--- src/rtl/core/npi_pkg.sv ---
`timescale 1ns / 1ps
// ----------------------------------------------------------------------------
// npi_pkg
// Shared types, codes and helpers of the Neville polynomial interpolator.
// ----------------------------------------------------------------------------
package npi_pkg;

  localparam int unsigned DefMaxPoints = 16;
  localparam int unsigned CountWidth   = 5;
  localparam int unsigned WordWidth    = 32;

  localparam logic [1:0] STATUS_OK  = 2'd0;
  localparam logic [1:0] STATUS_DUP = 2'd1;
  localparam logic [1:0] STATUS_SAT = 2'd2;

  localparam logic MODE_LOAD  = 1'b0;
  localparam logic MODE_QUERY = 1'b1;

  typedef struct packed {
    logic               mode;
    logic [3:0]         point_index;
    logic signed [31:0] point_x;
    logic signed [31:0] point_y;
    logic signed [31:0] query_x;
  } npi_in_t;

  typedef struct packed {
    logic signed [31:0] value;
    logic [1:0]         status;
  } npi_out_t;

  typedef struct packed {
    logic               sat;
    logic signed [31:0] val;
  } npi_sat_t;

  typedef enum logic [3:0] {
    ST_IDLE,
    ST_COPY_RD,
    ST_COPY_WR,
    ST_RD,
    ST_DIFF,
    ST_MUL1,
    ST_MUL2,
    ST_SUB,
    ST_DIV,
    ST_FIN_RD,
    ST_FIN
  } npi_state_e;

  function automatic npi_sat_t sat_diff(logic signed [31:0] a, logic signed [31:0] b);
    logic signed [32:0] d;
    npi_sat_t r;
    d = 33'(a) - 33'(b);
    r.sat = 1'b0;
    r.val = d[31:0];
    if (d[32] != d[31]) begin
      r.sat = 1'b1;
      r.val = d[32] ? 32'sh8000_0000 : 32'sh7fff_ffff;
    end
    return r;
  endfunction

endpackage

--- src/rtl/core/npi_div.sv ---
`timescale 1ns / 1ps
// ----------------------------------------------------------------------------
// npi_div
// Restoring unsigned divider, 64-bit dividend by 32-bit divisor, one
// quotient bit per cycle.
// ----------------------------------------------------------------------------
module npi_div
  import npi_pkg::*;
(
  input  logic        clk_i,
  input  logic        rst_ni,
  input  logic        start_i,
  input  logic [63:0] dividend_i,
  input  logic [31:0] divisor_i,
  output logic        busy_o,
  output logic        done_o,
  output logic [63:0] quotient_o
);

  logic        busy_q, busy_d;
  logic        done_q, done_d;
  logic [5:0]  cnt_q, cnt_d;
  logic [32:0] rem_q, rem_d;
  logic [63:0] quo_q, quo_d;
  logic [31:0] dsr_q, dsr_d;
  logic [32:0] rem_sh;
  logic        ge;

  always_comb begin
    rem_sh = {rem_q[31:0], quo_q[63]};
    ge     = rem_sh >= {1'b0, dsr_q};
    busy_d = busy_q;
    done_d = 1'b0;
    cnt_d  = cnt_q;
    rem_d  = rem_q;
    quo_d  = quo_q;
    dsr_d  = dsr_q;
    if (start_i) begin
      busy_d = 1'b1;
      cnt_d  = '0;
      rem_d  = '0;
      quo_d  = dividend_i;
      dsr_d  = divisor_i;
    end else if (busy_q) begin
      rem_d = ge ? (rem_sh - {1'b0, dsr_q}) : rem_sh;
      quo_d = {quo_q[62:0], ge};
      cnt_d = cnt_q + 6'd1;
      if (cnt_q == 6'd63) begin
        busy_d = 1'b0;
        done_d = 1'b1;
      end
    end
  end

  always_ff @(posedge clk_i or negedge rst_ni) begin
    if (!rst_ni) begin
      busy_q <= 1'b0;
      done_q <= 1'b0;
      cnt_q  <= '0;
    end else begin
      busy_q <= busy_d;
      done_q <= done_d;
      cnt_q  <= cnt_d;
    end
  end

  always_ff @(posedge clk_i) begin
    rem_q <= rem_d;
    quo_q <= quo_d;
    dsr_q <= dsr_d;
  end

  assign busy_o     = busy_q;
  assign done_o     = done_q;
  assign quotient_o = quo_q;

  a_done_after_busy: assert property (@(posedge clk_i) disable iff (!rst_ni)
    done_q |-> $past(busy_q)) else $error("divider done without work");
  a_no_start_busy: assert property (@(posedge clk_i) disable iff (!rst_ni)
    start_i |-> !busy_q) else $error("divider restarted while busy");
  a_done_pulse: assert property (@(posedge clk_i) disable iff (!rst_ni)
    done_q |=> !done_q) else $error("divider done held");

endmodule

--- config.mk ---
export PLATFORM = sky130hd
export DESIGN_NAME = npi_div
export DESIGN_NICKNAME = d
export VERILOG_FILES = /design/src/rtl/core/npi_pkg.sv /design/src/rtl/core/npi_div.sv
export SDC_FILE = /design/constraint.sdc
export NUM_CORES = 1
export LEC_CHECK = 0
export ABC_AREA = 0
export CAP_MARGIN = 20
export CELL_PAD_IN_SITES_DETAIL_PLACEMENT = 1
export CELL_PAD_IN_SITES_GLOBAL_PLACEMENT = 1
export CORE_MARGIN = 2
export CORE_UTILIZATION = 39
export DETAILED_ROUTE_END_ITERATION = 10
export DONT_BUFFER_PORTS = 1
export MAX_ROUTING_LAYER = met4
export PLACE_DENSITY = 0.7
export SETUP_SLACK_MARGIN = 0.4
export SLEW_MARGIN = 30
export SYNTH_ARGS = -nofsm -noshare
export SYNTH_HDL_FRONTEND = slang
export SYNTH_SLANG_ARGS = --single-unit
--- constraint.sdc ---
create_clock -name clk_i -period 3.9 [get_ports clk_i]
set_clock_uncertainty 0.2 [all_clocks]
set_input_delay 0.585 -clock clk_i [delete_from_list [all_inputs] [get_ports clk_i]]
set_output_delay 0.585 -clock clk_i [all_outputs]
set_load 0.02 [all_outputs]
# --- Word-level counts from Yosys, hierarchy flattened ---
# Cells that the tools add are included.
# Widths: inputs -> output; s select.
classes:
  n_mux: 11
  n_eq_ne: 1
  n_addsub: 2
  n_reduce_logical: 1
  n_lt_le_gt_ge: 1
ops:
  columns: ["cell", "n"]
  rows:
  - ["$mux 64", 2]
  - ["$ge 33x32->1", 1]
  - ["$mux 32", 1]
  - ["$sub 32x32->32", 1]
  - ["$mux 6", 2]
  - ["$add 6x1->6 const B", 1]
  - ["$eq 6x6->1 const B", 1]
  - ["$mux 1", 6]
  - ["$reduce_bool 2->1", 1]
totals:
  regBits: 136
  input_bits: 99
  out_inout_bits: 66
  elab_cells: 22

# --- Depth between registers and ports, before layout ---
# Gate-level depths: netlist (run 1).
depth:
  depth_word: 4
  depth_mapped: 14

# --- Least setup slack after synthesis (run 1) ---
# OpenSTA, ideal clock, no wires.
synth_path:
  path_kind: "register -> register"
  from: "register quo_q[63] (netlist: quotient_o[63])"
  to: "register rem_q[30]"
  path_slack_ps: 765
  stages_incl_launch_ff: 13
  required_time_ps: 3584
  t_arrival_ps: 2819
  path_cell_list: "edfxtp_1 inv_1 ha_1 fa_1 nand2b_1 a21o_1 a21o_1 a211o_1 a211o_1 a31o_2 a31oi_1 xor2_1 a31o_1"
synth_between:
  elab_chain_cells: 2
synth_rtl:
  columns: ["element", "line", "rtl"]
  rows:
  - ["from (decl)", "npi_div.sv:24", "logic [63:0] quo_q, quo_d;"]
  - ["from (signal assigned)", "npi_div.sv:69", "quo_q <= quo_d;"]
  - ["$sub 32x32->32 / $ge 33x32->1 (equally long branches)", "npi_div.sv:45, npi_div.sv:31", null]
  - ["$mux 32 (*)", "npi_div.sv:45", "rem_d = ge ? (rem_sh - {1'b0, dsr_q}) : rem_sh;"]
  - ["to (signal assigned)", "npi_div.sv:68", "rem_q <= rem_d;"]
  - ["to (decl)", "npi_div.sv:23", "logic [32:0] rem_q, rem_d;"]
# Every way passes the cells marked *; elsewhere a longest branch is shown, timed or not.
# A chain may end at the register's enable or synchronous reset.

# --- Worst setup path after layout (run 1) ---
layout_path:
  from: "register quo_q[63] (netlist: quotient_o[63])"
  to: "register rem_q[0]"
# Same word-level chain as after synthesis.

==> reports/qor.yml, run 1 <==
floorplanning:
  die_w_um: 141
  core_area_mm2: 0.0186
  io_pins: 165
  rows: 50
  start_util_pct: 39.5
  die_h_um: 141
  die-area_mm2: 0.0199
detailed_routing:
  remaining_drc_errors: 0
  firstDrtPassIters: 4
  vias: 4929
  ant_nets: 0
  wirelength_um: 18200
  drt_iter0_drc: 226
  avgRoutedWirePerCell_um: 20.4
  vias_per_cell: 5.53
sta:
  hold_viol: 0
  tns_ns: 0
  max-slew-margin-rel_pct: 51.7
  final.min_clock_period_ns: 3.36
  rsz0062_at_grt: "no"
  fin_crit_sh_pct: 86.0
  setup_viol: 0
  final_max_slew_viol_count: 0
  max_freq_ghz: 0.298
  worst_pin_slew_ns: 0.723
  hold_slack_ns: 0.0596
yosys:
  synth_edf_count: 96
  yosysWarnings: 0
  synth_flop_cell: "edfxtp_1"
  async_reset_ff_share_pct: 5.88
  synth.avg_cell_area_um2: 11.5
  yosysSeqAreaShare_pct: 50.8
  syn_area_mm2: 0.00734
  synth_seq_cells: 136
  syn_nets: 773
  synth_cell_types: 58
  netlist_instances: 640
worst_setup_path:
  start_kind: "register"
  crit_type: "reg -> reg"
  slowest_stage: "edfxtp_1"
  crit_fanout: 7
  path_buf_inv: 2
  cp-end-kind: "register"
  cp_data_arrival_time_ns: 3.48
  crit_required_ns: 4.03
  cp_top_family: "compound AO/OA/AOI/OAI gates"
  path_cells: "inv_2 -> ha_1 -> nor2b_1 -> o21bai_4 -> a21boi_2 -> o311ai_2 -> a31o_4 -> o2bb2ai_2 -> o211ai_4 -> buf_4 -> mux2_2 -> a211oi_1"
  critPathMaxStageDelay_ns: 0.50
global_routing:
  grt.overflow.total: 0
  grt_pass1_wl_um: 29400
  grt_usage_pct: 19.3
  grt_max_degree: 127
  antenna_found_initial: 4
  grt_pass1_vias: 5507
finish:
  num-fill-cells: 1934
  post_route_cells_drive_above_1_share_pct: 18.7
  seq_area_mm2: 0.00372
  area_delta_synth_final_pct: 11.8
  nNetsFinal: 774
  multiInputGateArea_mm2: 0.00332
placed_design:
  io_buffers: 0
  place_congestion: 0.848
  dp.final_hpwl_um: 12900
power_and_ir_drop:
  irDropWorstVdd_mv: 0.361
  p_leak_nw: 3.25
  cellPowerDensity_mw_per_mm2: 696
clock_tree:
  clock-sinks: 136
  numCtsBuffers: 17
  clk_latency_ns: 0.42
  clk_path_buf_depth: 2
  clockRootBuffer: "clkbuf_16"
  path_clk_slew_ns: 0.07
  cts-htree-levels: 4
  cts_tree: "built"
min_path:
  min_path_type: "in -> reg"
status:
  status: "complete, no violations"
run:
  max_cap_violations: 0
==> metrics by stage <==
step           setup WS, ns  cells  cell area, um2  util, %  power [W]
6_report              0.545    892            8200     44.1    0.00571
5_1_grt               0.399    892            8200     44.1    0.00605
4_1_cts               0.401    883            8130     43.7    0.00567
3_5_place_dp          0.398    850            7520     40.5    0.00401
3_3_place_gp          0.441    850            7520     40.5    0.00396
2_1_floorplan         0.765    640            7340        -    0.00362
==> synthesized netlist by cell type (all sizes together), types with 17 or more instances <==
library cell	n	area share (%)
a211oi	20	2.1
a21o	17	1.7
a21oi	29	2.0
clkbuf	21	1.1
dfxtp	32	8.7
edfxtp	96	39
ha	33	5.6
inv	42	2.1
mux2	65	10
mux2i	26	3.5
nand2	44	2.3
nor2	45	2.3
o21ai	24	1.6
==> path summary, 6_finish.rpt <==
kind | depth (start not counted) | end | slack [ns] | start
setup / recovery | 12 | rem_q[0] | 0.54 | quotient_o[63]
hold / removal | 0 | dsr_q[31] | 0.06 | divisor_i[31]
setup reg to reg | 12 | rem_q[0] | 0.54 | quotient_o[63]
hold reg to reg | 2 | rem_q[31] | 0.27 | rem_q[31]
max in group asynchronous | 1 | cnt_q[2] | 2.90 | rst_ni
min in group asynchronous | 1 | done_o | 0.32 | rst_ni
==> kinds of logic (layout without fill, tap and decap cells) <==
| group | count (synthesis) | in the layout | share of synthesized area [%] |
|---|---|---|---|
| buffers and inverters | 72 | 86 | 4.20 |
| AOI/OAI and AO/OA | 137 | 137 | 13.2 |
| DFF | 136 | 136 | 50.8 |
| other | 0 | 4 | 0 |
| muxes | 91 | 91 | 13.5 |
| xor gates and xnor gates | 32 | 32 | 3.82 |
| adders and majority gates | 34 | 34 | 5.90 |
| and+or+nand+nor | 138 | 138 | 8.56 |
==> power by group <==
| part | internal (W) | switching [W] | total [W] | leakage [nW] |
|---|---|---|---|---|
| Sequential | 0.00181 | 0.000290 | 0.00210 | 1.36 |
| Combinational | 0.000912 | 0.00107 | 0.00199 | 1.61 |
| Clock | 0.000913 | 0.000702 | 0.00162 | 0.287 |
==> what timing repair did <==
action | in CTS | in global routing
resized for setup | 1 | 7
hold endpoints to repair | 8 | 0
setup endpoints to repair | 1 | 27
hold buffers | 1 | 0
cloned | 0 | 0
buffers inserted | 0 | 5
pin swaps | 0 | 2
==> cells in the final DEF, fill, tap and decap left out, types with 3 or more instances in the layout <==
cell type / netlist / final
inv_1: 42 / 40
dfxtp_1: 32 / 32
nand2_1: 44 / 44
o31ai_1: 4 / 4
nand2b_1: 5 / 5
inv_8: 0 / 6
inv_6: 0 / 3
xnor2_1: 16 / 16
mux2i_1: 26 / 26
nor2b_1: 4 / 4
dfrtp_1: 8 / 8
o21a_1: 3 / 3
a211oi_1: 19 / 19
a31oi_1: 9 / 8
o211ai_1: 5 / 5
nor4_1: 4 / 3
and3_1: 5 / 5
a21o_1: 17 / 17
clkbuf_16: 0 / 17
edfxtp_1: 96 / 96
o21ai_1: 7 / 8
mux2_2: 65 / 65
nand3_1: 10 / 10
ha_1: 33 / 33
clkinv_4: 0 / 3
a21oi_1: 29 / 29
nor3_1: 5 / 5
o21ai_0: 17 / 15
and2_1: 6 / 6
nor2_1: 45 / 45
diode_2: 0 / 4
nand4_1: 6 / 6
xor2_1: 16 / 16
buf_4: 0 / 9
==> per-layer routing <==
| metal | part of all wire, % | vias up | GRT usage (%) |
|---|---|---|---|
| li1 | - | 2360 | - |
| met1 | 41 | 2398 | 21.6 |
| met2 | 50 | 157 | 32.7 |
| met3 | 7.4 | 14 | 7.47 |
| met4 | 0.91 | 0 | 4.58 |
| met5 | 0 | - | - |
==> sequential cells by signal (all words and copies together), names as in the netlist <==
signal,count
dsr_q,32
busy_o,1
cnt_q,6
done_o,1
rem_q,32
quotient_o,64
==> layout make-up <==
type | instances | area share, %
inverters | 42 | 1.92
multi-input cells | 432 | 40.5
flip-flops and latches | 136 | 45.4
diodes | 4 | 0.122
repair buffers | 12 | 1.33
clock buffers | 18 | 5.23
clock inverters | 14 | 1.92
well taps | 234 | 3.57
Power figures use the tool's default switching activity.
==> run 2: changes to the inputs <==
Settings changed: CAP_MARGIN 20 to 10, CORE_MARGIN 2 to not set, GPL_TIMING_DRIVEN set to 0.
==> run 2 against run 1 <==
Net effect: the run now ends with DRC left; die area is 2.8% lower; critical path depth stayed put; first-iteration DRC count is 7.1% lower; worst hold slack worse by 0.020 ns; flip-flop and latch count stayed put; sequential share of layout area is 0.61 points lower; combinational power is 2% higher; count of clock-buffer cells in the layout is 1 lower; critical path type unchanged; critical endpoint is now rem_q[30].
==> reports/qor.yml, run 2 (synthesized netlist as in run 1, its figures left out) <==
status:
  status: "finished with violations"
  failed_checks: "DRC"
min_path:
  min_path_type: "in -> reg"
placed_design:
  dp.final_hpwl_um: 13900
  place_congestion: 0.889
  dpl.cell_count: 870
  io_buffers: 0
  placedInstanceArea_mm2: 0.00765
worst_setup_path:
  crit_type: "reg -> reg"
  crit_fanout: 3
  start_kind: "register"
  crit_required_ns: 4.02
  cp-end-kind: "register"
  cp_data_arrival_time_ns: 3.52
clock_tree:
  clk_path_buf_depth: 2
  cts-htree-levels: 4
  post-cts-setup-buffers: 0
  clk_latency_ns: 0.44
  numCtsBuffers: 17
  cts_tree: "built"
  clock-sinks: 136
  clockRootBuffer: "clkbuf_16"
  path_clk_slew_ns: 0.07
floorplanning:
  die_h_um: 139
  io_pins: 165
  die-area_mm2: 0.0194
  die_w_um: 139
  core_area_mm2: 0.0182
  start_util_pct: 40.3
  rows: 49
detailed_routing:
  vias: 5013
  vias_per_cell: 5.53
  drt_iter0_drc: 210
  wirelength_um: 18800
  ant_nets: 0
  avgRoutedWirePerCell_um: 20.7
  firstDrtPassIters: 9
  remaining_drc_errors: 2
sta:
  setup_viol: 0
  rsz0062_at_grt: "yes"
  fin_crit_sh_pct: 87.3
  final_max_slew_viol_count: 0
  hold_viol: 0
  worst_pin_slew_ns: 0.762
  max_freq_ghz: 0.294
  tns_ns: 0
  final.min_clock_period_ns: 3.41
  max-slew-margin-rel_pct: 49.2
power_and_ir_drop:
  swShare_pct: 37.0
  cellPowerDensity_mw_per_mm2: 688
  power_frac_comb_pct: 35.4
  irDropWorstVdd_mv: 0.340
  p_clk_share_pct: 27.9
  p_leak_nw: 3.28
  p_int_w: 0.00361
  switching_power_w: 0.00212
  seqPwrFrac_pct: 36.7
run:
  max_cap_violations: 0
finish:
  final_common_cell: "edfxtp_1"
  area_delta_synth_final_pct: 13.3
  stdcell_area_mm2: 0.00831
  nNetsFinal: 794
  final_cell_mix: "edfxtp_1, mux2_2, nand2_1, nor2_1, inv_1"
  largest_reg_flops: 64
  stdcell_count: 907
  post_route_cells_drive_above_1_share_pct: 18.5
global_routing:
  grt_pass1_vias: 5658
  grt_usage_pct: 20.9
  grt_max_degree: 53
  grt.overflow.total: 0
  antenna_found_initial: 4
  grt_pass1_wl_um: 30100
-- run 2: cell types whose count changed in the layout (fill, tap and decap cells not counted), moves of 2 or more --
cell      previous run  this run
inv_8                6         3
buf_4                9         0
buf_1                0         2
buf_2                0         3
inv_6                3         7
clkbuf_1             1        21
buf_6                1         3
-- run 2: power groups by stage --
stage / logic [W] / clock network [W] / registers [W]
after global routing: 0.00223 / 0.00169 / 0.00213
final: 0.00203 / 0.00160 / 0.00210
after CTS: 0.00200 / 0.00164 / 0.00210
after floorplan: 0.00156 / 0 / 0.00206
after detailed placement: 0.00197 / 0 / 0.00212
after global placement: 0.00191 / 0 / 0.00212
-- run 2: final timing paths --
kind                           startpoint   endpoint  slack, ns  depth (start not counted)
min in group asynchronous          rst_ni     done_o       0.31                          1
setup reg to reg           quotient_o[63]  rem_q[30]       0.49                         12
max in group asynchronous          rst_ni   cnt_q[0]       2.91                          1
hold reg to reg                 rem_q[31]  rem_q[31]       0.27                          2
setup / recovery           quotient_o[63]  rem_q[30]       0.49                         12
hold / removal               divisor_i[0]   dsr_q[0]       0.04                          0
-- run 2: per-stage QoR --
stage	worst slack (ns)	total power, W	hold slack (ns)	utilization (%)
2_1_floorplan	0.765	0.00362	0.0894	-
3_5_place_dp	0.360	0.00409	0.0897	42.0
4_1_cts	0.418	0.00574	0.0299	45.4
3_3_place_gp	-0.110	0.00403	0.0897	41.9
5_1_grt	0.390	0.00606	0.0282	45.7
6_report	0.495	0.00572	0.0395	45.7
-- run 2: timing repair --
action,in CTS,in global routing
pin swaps,0,1
endpoints found under the hold margin,8,0
resized for setup,2,13
setup endpoints to repair,1,15
hold buffers,1,0
-- run 2: layout make-up --
type	count	area, um2
fill	1927	9890
sequential	136	3720
multi-input combinational	432	3370
clock buffer	17	425
tap	229	287
inverter	42	160
clock inverter	15	155
buffer	30	150
timing repair buffer	2	37.5
antenna	4	10.0
-- run 2: critical path, cell delays in order (launching register included) --
cell and delay (ns):
edfxtp_1 0.50, inv_2 0.07, ha_1 0.24, fa_1 0.41, nand2b_4 0.17, a21o_1 0.19, a21o_1 0.18, a211o_1 0.34
a211o_1 0.28, a31o_2 0.23, a31oi_4 0.17, xor2_1 0.10, a31o_1 0.22
-- run 2: metal layers --
metal	GRT usage, %	share of wire, %	up-vias
li1	-	-	2412
met1	23.3	42	2421
met2	35.1	50	160
met3	6.70	6.9	20
met4	7.54	1.8	0
met5	-	0	-
